--- config.mk ---
export PLATFORM = sky130hd
export DESIGN_NAME = las_seq
export DESIGN_NICKNAME = d
export VERILOG_FILES = /design/src/rtl/las_pkg.sv /design/src/rtl/las_seq.sv
export SDC_FILE = /design/constraint.sdc
export NUM_CORES = 1
export LEC_CHECK = 0
export BUFFER_PORTS_ARGS = -buffer_cell sky130_fd_sc_hd__buf_4
export CAP_MARGIN = 10
export CORE_AREA = 2 2 39 41
export DETAILED_ROUTE_END_ITERATION = 8
export DIE_AREA = 0 0 41 43
export PLACE_DENSITY_LB_ADDON = 0.15
export SKIP_CTS_REPAIR_TIMING = 1
export SLEW_MARGIN = 15
export SYNTH_ARGS = -nofsm -noshare
export SYNTH_HDL_FRONTEND = slang
export SYNTH_SLANG_ARGS = --single-unit
export TNS_END_PERCENT = 5
--- constraint.sdc ---
create_clock -name clk -period 1.5 [get_ports clk]
set_input_delay 0.225 -clock clk [delete_from_list [all_inputs] [get_ports clk]]
set_output_delay 0.225 -clock clk [all_outputs]
set_load 0.005 [all_outputs]
--- src/rtl/las_pkg.sv ---
// Shared types, constants and microcode for the longest arithmetic subsequence block.
`default_nettype none

package las_pkg;

    localparam int VALUE_W = 8;   // width of the value field on the input channel
    localparam int LEN_W   = 9;   // width of the length field on the result channel
    localparam int RUN_W   = 8;   // width of one run table entry
    localparam int EPOCH_W = 8;   // sequence tag stored beside each run table entry

    localparam logic [RUN_W-1:0] RUN_MAX = '1;

    typedef struct packed {
        logic [VALUE_W-1:0] value;
        logic               last;
    } item_t;

    typedef struct packed {
        logic [LEN_W-1:0] length;
        logic             overflow;
    } result_t;

    // Microprogram step addresses
    typedef enum logic [2:0] {
        ST_CLEAR = 3'd0,
        ST_IDLE  = 3'd1,
        ST_CHECK = 3'd2,
        ST_LOOP  = 3'd3,
        ST_DRAIN = 3'd4,
        ST_TAIL  = 3'd5,
        ST_EMIT  = 3'd6,
        ST_WRAP  = 3'd7
    } step_t;

    // Branch conditions a control word can test
    typedef enum logic [2:0] {
        C_GOTO       = 3'd0,
        C_IN_XFER    = 3'd1,
        C_CLR_LAST   = 3'd2,
        C_ROOM       = 3'd3,
        C_ISSUE_DONE = 3'd4,
        C_LAST       = 3'd5,
        C_OUT_FREE   = 3'd6,
        C_EPOCH_WRAP = 3'd7
    } cond_t;

    typedef struct packed {
        logic  in_ready;  // open the input channel
        logic  clr_we;    // write one cleared run table entry
        logic  admit;     // store the held item, or mark it dropped
        logic  issue;     // start one comparison against an earlier item
        logic  bump;      // close the row of the current item
        logic  emit;      // load the result register and start a new sequence
        cond_t cond;
        step_t jmp_t;
        step_t jmp_f;
    } ctrl_t;

    typedef struct packed {
        logic in_xfer;
        logic clr_last;
        logic room;
        logic issue_done;
        logic last;
        logic out_free;
        logic epoch_wrap;
    } flags_t;

    function automatic ctrl_t ucode_rom(input step_t step);
        ctrl_t cw;
        cw = '{in_ready: 1'b0, clr_we: 1'b0, admit: 1'b0, issue: 1'b0, bump: 1'b0,
               emit: 1'b0, cond: C_GOTO, jmp_t: ST_IDLE, jmp_f: ST_IDLE};
        case (step)
            ST_CLEAR:
            begin
                cw.clr_we = 1'b1;
                cw.cond   = C_CLR_LAST;
                cw.jmp_t  = ST_IDLE;
                cw.jmp_f  = ST_CLEAR;
            end
            ST_IDLE:
            begin
                cw.in_ready = 1'b1;
                cw.cond     = C_IN_XFER;
                cw.jmp_t    = ST_CHECK;
                cw.jmp_f    = ST_IDLE;
            end
            ST_CHECK:
            begin
                cw.admit = 1'b1;
                cw.cond  = C_ROOM;
                cw.jmp_t = ST_LOOP;
                cw.jmp_f = ST_TAIL;
            end
            ST_LOOP:
            begin
                cw.issue = 1'b1;
                cw.cond  = C_ISSUE_DONE;
                cw.jmp_t = ST_DRAIN;
                cw.jmp_f = ST_LOOP;
            end
            ST_DRAIN:
            begin
                cw.bump  = 1'b1;
                cw.cond  = C_GOTO;
                cw.jmp_t = ST_TAIL;
                cw.jmp_f = ST_TAIL;
            end
            ST_TAIL:
            begin
                cw.cond  = C_LAST;
                cw.jmp_t = ST_EMIT;
                cw.jmp_f = ST_IDLE;
            end
            ST_EMIT:
            begin
                cw.emit  = 1'b1;
                cw.cond  = C_OUT_FREE;
                cw.jmp_t = ST_WRAP;
                cw.jmp_f = ST_EMIT;
            end
            ST_WRAP:
            begin
                cw.cond  = C_EPOCH_WRAP;
                cw.jmp_t = ST_CLEAR;
                cw.jmp_f = ST_IDLE;
            end
            default:
            begin
                cw.cond  = C_GOTO;
                cw.jmp_t = ST_IDLE;
                cw.jmp_f = ST_IDLE;
            end
        endcase
        return cw;
    endfunction

endpackage

`default_nettype wire

--- src/rtl/las_seq.sv ---
// Microcode sequencer: step counter, control word ROM and conditional branch.
`default_nettype none

module las_seq
    import las_pkg::*;
(
    input  wire logic   clk,
    input  wire logic   rst_n,
    input  wire flags_t flags,
    output ctrl_t       cw
);

    step_t step_reg;
    step_t step_next;
    logic  cond_ok;

    // Outputs: the control word of the current step
    always_comb
    begin
        cw = ucode_rom(step_reg);
    end

    // Next step: pick the tested flag, then branch
    always_comb
    begin
        case (cw.cond)
            C_GOTO:       cond_ok = 1'b1;
            C_IN_XFER:    cond_ok = flags.in_xfer;
            C_CLR_LAST:   cond_ok = flags.clr_last;
            C_ROOM:       cond_ok = flags.room;
            C_ISSUE_DONE: cond_ok = flags.issue_done;
            C_LAST:       cond_ok = flags.last;
            C_OUT_FREE:   cond_ok = flags.out_free;
            C_EPOCH_WRAP: cond_ok = flags.epoch_wrap;
            default:      cond_ok = 1'b1;
        endcase
        step_next = cond_ok ? cw.jmp_t : cw.jmp_f;
    end

    always_ff @(posedge clk or negedge rst_n)
    begin
        if (!rst_n)
        begin
            step_reg <= ST_CLEAR;
        end
        else
        begin
            step_reg <= step_next;
        end
    end

endmodule

`default_nettype wire

==> results.toml <==
[timing]
worst_pin_slew_ns = 0.228
fin_skew_ns = 0.00541
rsz0062_at_grt = "true"
period_share_pct = 101
final.setup.worst_slack_ns = -0.0136
relSlewSlack_pct = 84.7
drv_slew = 0
finalSetupTns_ns = -0.0294
setup_viol = 3
period_needed_ns = 1.51
fmax_ghz = 0.661
hold_viol = 0

[worst_setup_path]
crit_arrival_ns = 1.62
crit_path_start_kind = "register"
crit_required_ns = 1.61
cp_max_fo = 6
r2r_cells = 5
critPathKind = "register to register"
crit_path_end_kind = "register"

[placement]
port-buffer-count = 23
place_inst = 81
dp_hpwl_um = 675
gp_congestion = 0.662

[logic_synthesis]
synthCells = 40
syn_nets = 49
yosysSeqAreaShare_pct = 22.6
yosys.cell_types.count = 20
ys_async_sr_fraction_pct = 100
synth_edf_count = 0
yosys-top-cells-area = "dfrtp_1 23%, mux2_1 10%, mux2i_1 9.0%"
synthFlopType = "dfrtp_1"
synth_area_leader_cell = "dfrtp_1"
yosys_warnings = 0
ys_ff_latch = 3
synth_common_cells = "7 x nor2_1, 3 x dfrtp_1, 3 x mux2_1, 3 x mux2i_1, 3 x nand2_1"
synth.most_common_cell = "nor2_1"
avgSynthCellArea_um2 = 8.32
syn_area_um2 = 333
synth_top_cell_area_share_pct = 22.6

[final_layout]
syn_to_final_growth_pct = 89.1
largest_reg_flops = 3
nets = 81
final_cells = 87
n_fill_cell = 143
antennaDiodeCount = 0
layout-drive-gt1-share_pct = 64.8

[detailed_routing]
first_pass_iters = 3
drt_wl_total_um = 930
vias = 381
drc = 0
drtAntennaViolNets = 0
routedWlPerCell_um = 10.7
drt_iter0_drc = 3
vias_per_cell = 4.38

[floorplan]
initial_core_util_pct = 24.1
chipWidth_um = 41
dieArea_um2 = 1760
ioPinCount = 24
die_h_um = 43
rows = 14
core_um2 = 1380

[worst_hold_path]
min_path_type = "primary input to async pin"

[clocking]
cts_tree = "built"
clock-sinks = 3
cts-htree-levels = 1
root_buffer = "clkbuf_4"
clk_pin_slew_ns = 0.04
cts_buffer_depth = 2
cts_buffers = 3
insertion_delay_ns = 0.23

[pwr]
power.density_nw_per_um2 = 2470
fin_total_pwr_mw = 1.55
p_leak_nw = 0.318
ir_worst_vdd_mv = 1.17

[status]
status = "complete, but fails checks"
violations = "negative setup slack"

[grt]
grt_max_degree = 13
grt_pass1_wl_mm = 1.33
grtUsageTotal_pct = 11.3
grt_pass1_vias = 303
grt_overflow_total = 0
antenna_found_initial = 0

[run]
max_cap_viol_count = 0
worst paths after layout:
kind | startpoint | to | slack [ns]
max | step_reg[1]$_DFF_PN0_ | step_reg[0]$_DFF_PN0_ | -0.01
min in group clk | flags[6] | step_reg[2]$_DFF_PN0_ | 0.69
min reg2reg | step_reg[2]$_DFF_PN0_ | step_reg[2]$_DFF_PN0_ | 0.81
max in group asynchronous | rst_n | step_reg[0]$_DFF_PN0_ | 1.07
min | rst_n | step_reg[2]$_DFF_PN0_ | 0.32
max reg2reg | step_reg[1]$_DFF_PN0_ | step_reg[0]$_DFF_PN0_ | -0.01
report_power, final:
group | total [mW] | switching, mW | internal (mW)
Combinational | 1.22 | 0.481 | 0.740
Clock | 0.142 | 0.0423 | 0.0997
Sequential | 0.191 | 0.0625 | 0.129
Total | 1.55 | 0.586 | 0.968
through the flow:
step	worst slack, ns	area, µm²	utilization [%]	hold slack (ns)
after floorplan	0.0492	333	-	-0.0706
after global placement	-0.0536	533	38.5	0.0179
after detailed placement	-0.0724	533	38.5	0.0192
after CTS	-0.115	559	40.4	-0.235
after global routing	-0.0706	629	45.5	0.319
final	-0.0136	629	45.5	0.317
routing by layer:
layer / up-vias / track usage (%) / wire, µm
li1: 195 / - / -
met1: 167 / 14.6 / 399
met2: 17 / 15.0 / 413
met3: 2 / 3.66 / 100
met4: 0 / 8.00 / 17
met5: - / 0 / 0
kinds of logic after synthesis:
group | count (synthesis) | synth area share [%]
simple gates | 17 | 25.9
compound gates | 6 | 12.0
mux | 6 | 19.2
buf+inv | 5 | 12.4
xor+xnor | 3 | 7.90
flops | 3 | 22.6
critical path, stage by stage, from the launching register on:
cell,delay [ns]
dfrtp_2,0.44
mux2i_1,0.23
nor2_1,0.08
a211oi_2,0.19
buf_4,0.16
mux2_4,0.29
placed cells by master, fill, tap and decap left out:
cell type	n
nor2_4	1
clkbuf_1	1
mux2_4	3
and3_1	1
o21ai_1	1
nand2b_1	2
xor2_1	1
nor2_1	6
nand2_1	3
clkbuf_4	3
nor3_1	2
o21ai_0	1
inv_2	1
xnor2_2	1
buf_4	26
dlygate4sd3_1	1
nor3b_2	1
dfrtp_2	2
a21boi_2	1
buf_6	4
dfrtp_1	1
xnor2_1	1
a21oi_1	1
a211oi_2	1
o21ai_2	1
mux2i_1	3
and2_4	1
final cells by class:
cell class	count	area, µm²	area share [%]
well taps	16	20.0	3.18
flip-flops and latches	3	77.6	12.3
multi-input cells	32	251	40.0
inverters	1	3.75	0.596
repair buffers	31	250	39.8
clock buffers	4	26.3	4.17
Note: power is estimated with default switching activity, not from simulation.
