$ cat config.mk
export PLATFORM = sky130hd
export DESIGN_NAME = las_ram
export DESIGN_NICKNAME = d
export VERILOG_FILES = /design/src/rtl/las_ram.sv
export SDC_FILE = /design/constraint.sdc
export NUM_CORES = 2
export LEC_CHECK = 0
export ABC_AREA = 1
export BUFFER_PORTS_ARGS = -buffer_cell sky130_fd_sc_hd__buf_2
export CELL_PAD_IN_SITES_DETAIL_PLACEMENT = 0
export CELL_PAD_IN_SITES_GLOBAL_PLACEMENT = 2
export CORE_MARGIN = 2
export CORE_UTILIZATION = 35
export CTS_CLUSTER_SIZE = 16
export DETAILED_ROUTE_END_ITERATION = 7
export PLACE_DENSITY = 0.7
export SLEW_MARGIN = 5
export SYNTH_ARGS = -nofsm -noshare
export SYNTH_HDL_FRONTEND = slang
export SYNTH_SLANG_ARGS = --single-unit
$ cat constraint.sdc
create_clock -name clk -period 1.4 [get_ports clk]
set_input_delay 0 -clock clk [delete_from_list [all_inputs] [get_ports clk]]
set_output_delay 0 -clock clk [all_outputs]
set_load 0.01 [all_outputs]
$ cat src/rtl/las_ram.sv
// Generic single-write, single-read RAM with registered read data.
`default_nettype none

module las_ram #(
    parameter int WIDTH = 8,
    parameter int DEPTH = 256
) (
    input  wire logic                     clk,
    input  wire logic                     we,
    input  wire logic [$clog2(DEPTH)-1:0] waddr,
    input  wire logic [WIDTH-1:0]         wdata,
    input  wire logic [$clog2(DEPTH)-1:0] raddr,
    output logic      [WIDTH-1:0]         rdata
);

    logic [WIDTH-1:0] mem [DEPTH];

    always_ff @(posedge clk)
    begin
        if (we)
        begin
            mem[waddr] <= wdata;
        end
        rdata <= mem[raddr];
    end

endmodule

`default_nettype wire

==> results.rst <==
.. list-table::
   :header-rows: 1

   * - Metric
     - Value
   * - Result of the run
     - complete, but fails checks
   * - Violations in the final reports
     - setup timing
   * - Antenna violation net count after detailed routing
     - 0
   * - Sw frac
     - 23.3%
   * - Fraction of synthesized cell area in xor and xnor cells
     - 0%
   * - Slew Viols, Final
     - 0
   * - Mux cell area share after synthesis
     - 0%
   * - Final estimated routing congestion in global placement
     - 0.833
   * - Core region area
     - 237000 sq um
   * - Area fraction in and, or, nand and nor cells after synthesis
     - 22.9%
   * - Count of cells along the worst register-to-register path
     - 10
   * - Total internal power
     - 0.103 W
   * - Compound-gate portion of the synthesized area
     - 0%
   * - Fill cell total of the finished layout
     - 21991
   * - CTS Root Buffer Type
     - sky130_fd_sc_hd__clkbuf_16
   * - H-Tree Level Count
     - 4
   * - Count of cell types in the netlist
     - 14
   * - Startpoint type of the worst setup path
     - flip-flop
   * - Maximum achievable frequency
     - 666 MHz
   * - Sum of met2 wire segment lengths after detailed routing
     - 126000 microns
   * - Fraction of final layout cells with drive strength greater than 1
     - 20.0%
   * - Sequential-to-total area share from yosys stat
     - 73.9%
   * - Wire length on met3
     - 13100 microns
   * - Maximum fanout along the worst path
     - 1
   * - Fin util
     - 43.5%
   * - Largest net degree at the start of global routing
     - 71
   * - Cell types with the largest area share after synthesis
     - sky130_fd_sc_hd__edfxtp_1, sky130_fd_sc_hd__nand3_1, sky130_fd_sc_hd__nand2_1, sky130_fd_sc_hd__buf_2, sky130_fd_sc_hd__nor2_1
   * - Fin nets
     - 7631
   * - Detailed Route Iter0 Violations
     - 5078
   * - RSZ-0062 raised after global routing
     - yes
   * - Insertion delay to the later sink of the worst-skew pair
     - 0.86 ns
   * - Async S/R FF share, synth
     - 0%
   * - PwrDens
     - 1300 nW/um^2
   * - Mean cell area of the mapped netlist
     - 11.9 sq um
   * - Leading register cell type out of synthesis
     - sky130_fd_sc_hd__edfxtp_1
   * - Crit path arrival time
     - 2.23 ns
   * - Wire length of the first global-routing pass
     - 384000 microns
   * - Transition time at the pin with the least slew margin
     - 0.605 ns
   * - DRC
     - 0
   * - Share of the clock period used by the worst path
     - 107%
   * - Post-synth top area share
     - 73.7%
   * - Setup slack, reg-to-reg
     - -0.10 ns
   * - Height of the die
     - 492 microns
   * - Worst setup slack after layout
     - -0.101 ns
   * - Maximum number of buffers from clock root to sink
     - 3
   * - Critical path destination
     - rdata[2]$_DFF_P_
   * - Clock-pin slew reported for the worst setup and hold paths after clock tree synthesis
     - 0.06 ns
   * - Antenna violations before repair
     - 17
   * - Critical path start-end classification
     - flip-flop to flip-flop
   * - Cell types with the highest counts after synthesis
     - sky130_fd_sc_hd__nand2_1, sky130_fd_sc_hd__edfxtp_1, sky130_fd_sc_hd__nand3_1, sky130_fd_sc_hd__nor2_1, sky130_fd_sc_hd__buf_2
   * - Slowest stage delay, CP
     - 0.36 ns
   * - Detailed-route wire length on metal 1
     - 117000 microns
   * - Flip-flop and latch count after synthesis
     - 2056
   * - Instance count along the most critical hold path
     - 9
   * - Origin of the critical flop-to-flop path
     - mem[7][2]$_DFFE_PP_
   * - Dpl hpwl
     - 169000 microns
   * - Synthesized net count
     - 7029
   * - Capture point of the worst reg-to-reg path
     - rdata[2]$_DFF_P_
   * - Critical path, cell by cell
     - nand2_1, nand3_1, nand3_2, nand3_2, nand3_4, nand3_4, nand3_4, nand2_2, nand2_2, nand2_1
   * - Worst VDD drop
     - 1130 uV
   * - Slowest cell on the critical path
     - sky130_fd_sc_hd__edfxtp_1
   * - Reported max-cap violation count
     - 0
   * - Sequential fraction of design power
     - 50.6%
   * - Starting density of the core
     - 35.1%
   * - TritonCTS clock tree
     - yes
   * - First-pass iteration count of the detailed router
     - 6
   * - Number of buffers inserted by port buffering
     - 33
   * - Largest family of logic cells by synthesized area
     - simple AND/OR/NAND/NOR gates
   * - Most common cell in the netlist
     - sky130_fd_sc_hd__nand2_1
   * - Vias in the first global route
     - 55218
   * - Final Critical Period
     - 1.50 ns
   * - Hold violation count in the final report
     - 0
   * - Most frequent cell on the critical path
     - sky130_fd_sc_hd__nand3_4
   * - Full die area
     - 242000 sq um
   * - DR vias
     - 56399
   * - Top cell type by total area after synthesis
     - sky130_fd_sc_hd__edfxtp_1
   * - Area of the multi-input gates
     - 21500 sq um
   * - EDFF count, synth
     - 2048
   * - Sink count of the clock tree
     - 2056
   * - Power consumption
     - 0.134 W
   * - Total Wirelength
     - 264000 microns
   * - Die Span X
     - 492 microns
   * - Count of placed standard cells in the final layout, fillers left out
     - 10963
   * - Final setup skew
     - 0.0552 ns
   * - Leak Pwr
     - 37.0 nW
   * - Hold_sp
     - raddr[4]
   * - Final setup violation count
     - 9
   * - Crit path capture type
     - flip-flop
   * - Tightest Hold Check Type
     - input port to flip-flop
   * - Number of placement rows
     - 179
   * - Average wire length per cell after detail routing
     - 24.0 microns
   * - Synth warnings
     - 0
   * - Aggregate negative setup slack
     - -0.665 ns
   * - P&R area growth vs syn
     - 23.8%
   * - Required time worst endpoint
     - 2.13 ns
   * - Routed vias/inst
     - 5.14
   * - Global Route Usage Sum
     - 21.5%
   * - Power dissipated by switching net loads
     - 0.0313 W
   * - CTS buffer count
     - 219
   * - Worst rel slew slack
     - 59.6%
   * - Clock share of power
     - 41.7%
   * - Reg area
     - 61700 sq um
   * - Post-Syn Instances
     - 7003
   * - Post-synthesis cell area
     - 83400 sq um
   * - Inst Count DP
     - 10539
   * - Number of placed I/O pins
     - 34
   * - Overflow left after global routing
     - 0
   * - Highest Signal Layer
     - met4
   * - Post-synthesis adder-cell area fraction
     - 0%
   * - Combinational fraction of design power
     - 7.7%
   * - Worst Setup SP
     - mem[7][2]$_DFFE_PP_
## layer usage
| metal | vias to the layer above | global-route usage, % |
|---|---|---|
| li1 | 26121 | - |
| met1 | 28416 | 30.1 |
| met2 | 1505 | 35.1 |
| met3 | 357 | 2.74 |
| met4 | 0 | 6.00 |
| met5 | - | 0 |
## cell families after synthesis
family / after synthesis
AND/OR/NAND/NOR: 4425
buffers and inverters: 522
flip-flops: 2056
## cells in the final DEF, fill, tap and decap left out, types with 5 or more instances in the layout
master | netlist | routed
sky130_fd_sc_hd__bufinv_16 | 0 | 11
sky130_fd_sc_hd__clkbuf_1 | 112 | 46
sky130_fd_sc_hd__clkinv_2 | 0 | 44
sky130_fd_sc_hd__edfxtp_1 | 2048 | 2048
sky130_fd_sc_hd__buf_6 | 16 | 14
sky130_fd_sc_hd__dfxtp_4 | 0 | 8
sky130_fd_sc_hd__nand2_1 | 2123 | 2085
sky130_fd_sc_hd__buf_2 | 268 | 12
sky130_fd_sc_hd__nand3_1 | 2019 | 1674
sky130_fd_sc_hd__buf_4 | 46 | 633
sky130_fd_sc_hd__nand2_4 | 0 | 5
sky130_fd_sc_hd__buf_12 | 0 | 182
sky130_fd_sc_hd__diode_2 | 0 | 5
sky130_fd_sc_hd__clkbuf_16 | 0 | 225
sky130_fd_sc_hd__nand2_2 | 0 | 33
sky130_fd_sc_hd__clkinvlp_4 | 0 | 7
sky130_fd_sc_hd__inv_1 | 36 | 34
sky130_fd_sc_hd__buf_8 | 1 | 11
sky130_fd_sc_hd__nand3_4 | 0 | 74
sky130_fd_sc_hd__dlygate4sd3_1 | 0 | 12
sky130_fd_sc_hd__nor2_1 | 283 | 283
sky130_fd_sc_hd__clkinv_1 | 0 | 54
sky130_fd_sc_hd__clkbuf_8 | 0 | 10
sky130_fd_sc_hd__nand3_2 | 0 | 271
## through the flow
| stage | cell area [sq um] | worst slack, ns | hold slack, ns |
|---|---|---|---|
| detailed placement | 93700 | -1.05 | 0.427 |
| finish | 103000 | -0.101 | 0.0680 |
| global placement | 93700 | -1.08 | 0.428 |
| global route | 103000 | -0.189 | 0.0682 |
| CTS | 103000 | -0.0935 | 0.00647 |
| floorplan | 83400 | -0.0915 | 0.0989 |
## how the worst min path moves through the flow
stage | to | slack (ns)
floorplan | mem[0][0]$_DFFE_PP_ | 0.1
global placement | mem[118][2]$_DFFE_PP_ | 0.43
detailed placement | mem[119][2]$_DFFE_PP_ | 0.43
CTS | rdata[6]$_DFF_P_ | 0.006
global route | rdata[0]$_DFF_P_ | 0.07
finish | rdata[0]$_DFF_P_ | 0.07
## area by class of cell
cell class / instances / share of cell area, %
diodes: 5 / 0.0121
clock buffers: 281 / 5.76
clock inverters: 126 / 0.950
inverters: 39 / 0.177
multi-input cells: 4425 / 20.9
flip-flops and latches: 2056 / 59.8
well taps: 3167 / 3.84
repair buffers: 864 / 8.62
## power groups by stage
stage | clock (W) | combinational, W | sequential [W]
2_1_floorplan | 0 | 0.00419 | 0.0692
3_3_place_gp | 0 | 0.00953 | 0.0692
3_5_place_dp | 0 | 0.00955 | 0.0692
4_1_cts | 0.0572 | 0.0103 | 0.0680
5_1_grt | 0.0595 | 0.0111 | 0.0679
6_report | 0.0561 | 0.0103 | 0.0680
## repair_timing
action	in CTS	in global routing
resized for setup	403	74
endpoints found under the hold margin	2088	0
buffers inserted	0	0
hold buffers	12	0
setup endpoints to repair	16	12
gates cloned	0	0
pin swaps	155	51
## critical path: cells and delay by family, from the launching register on
kind / cells / cell delay (ns)
simple gates: 10 / 1.02
flops: 1 / 0.36
## flip-flops by register name, summed over array words and instances, names as in the netlist
register	count
rdata	8
mem	2048
Power figures use the tool's default switching activity.
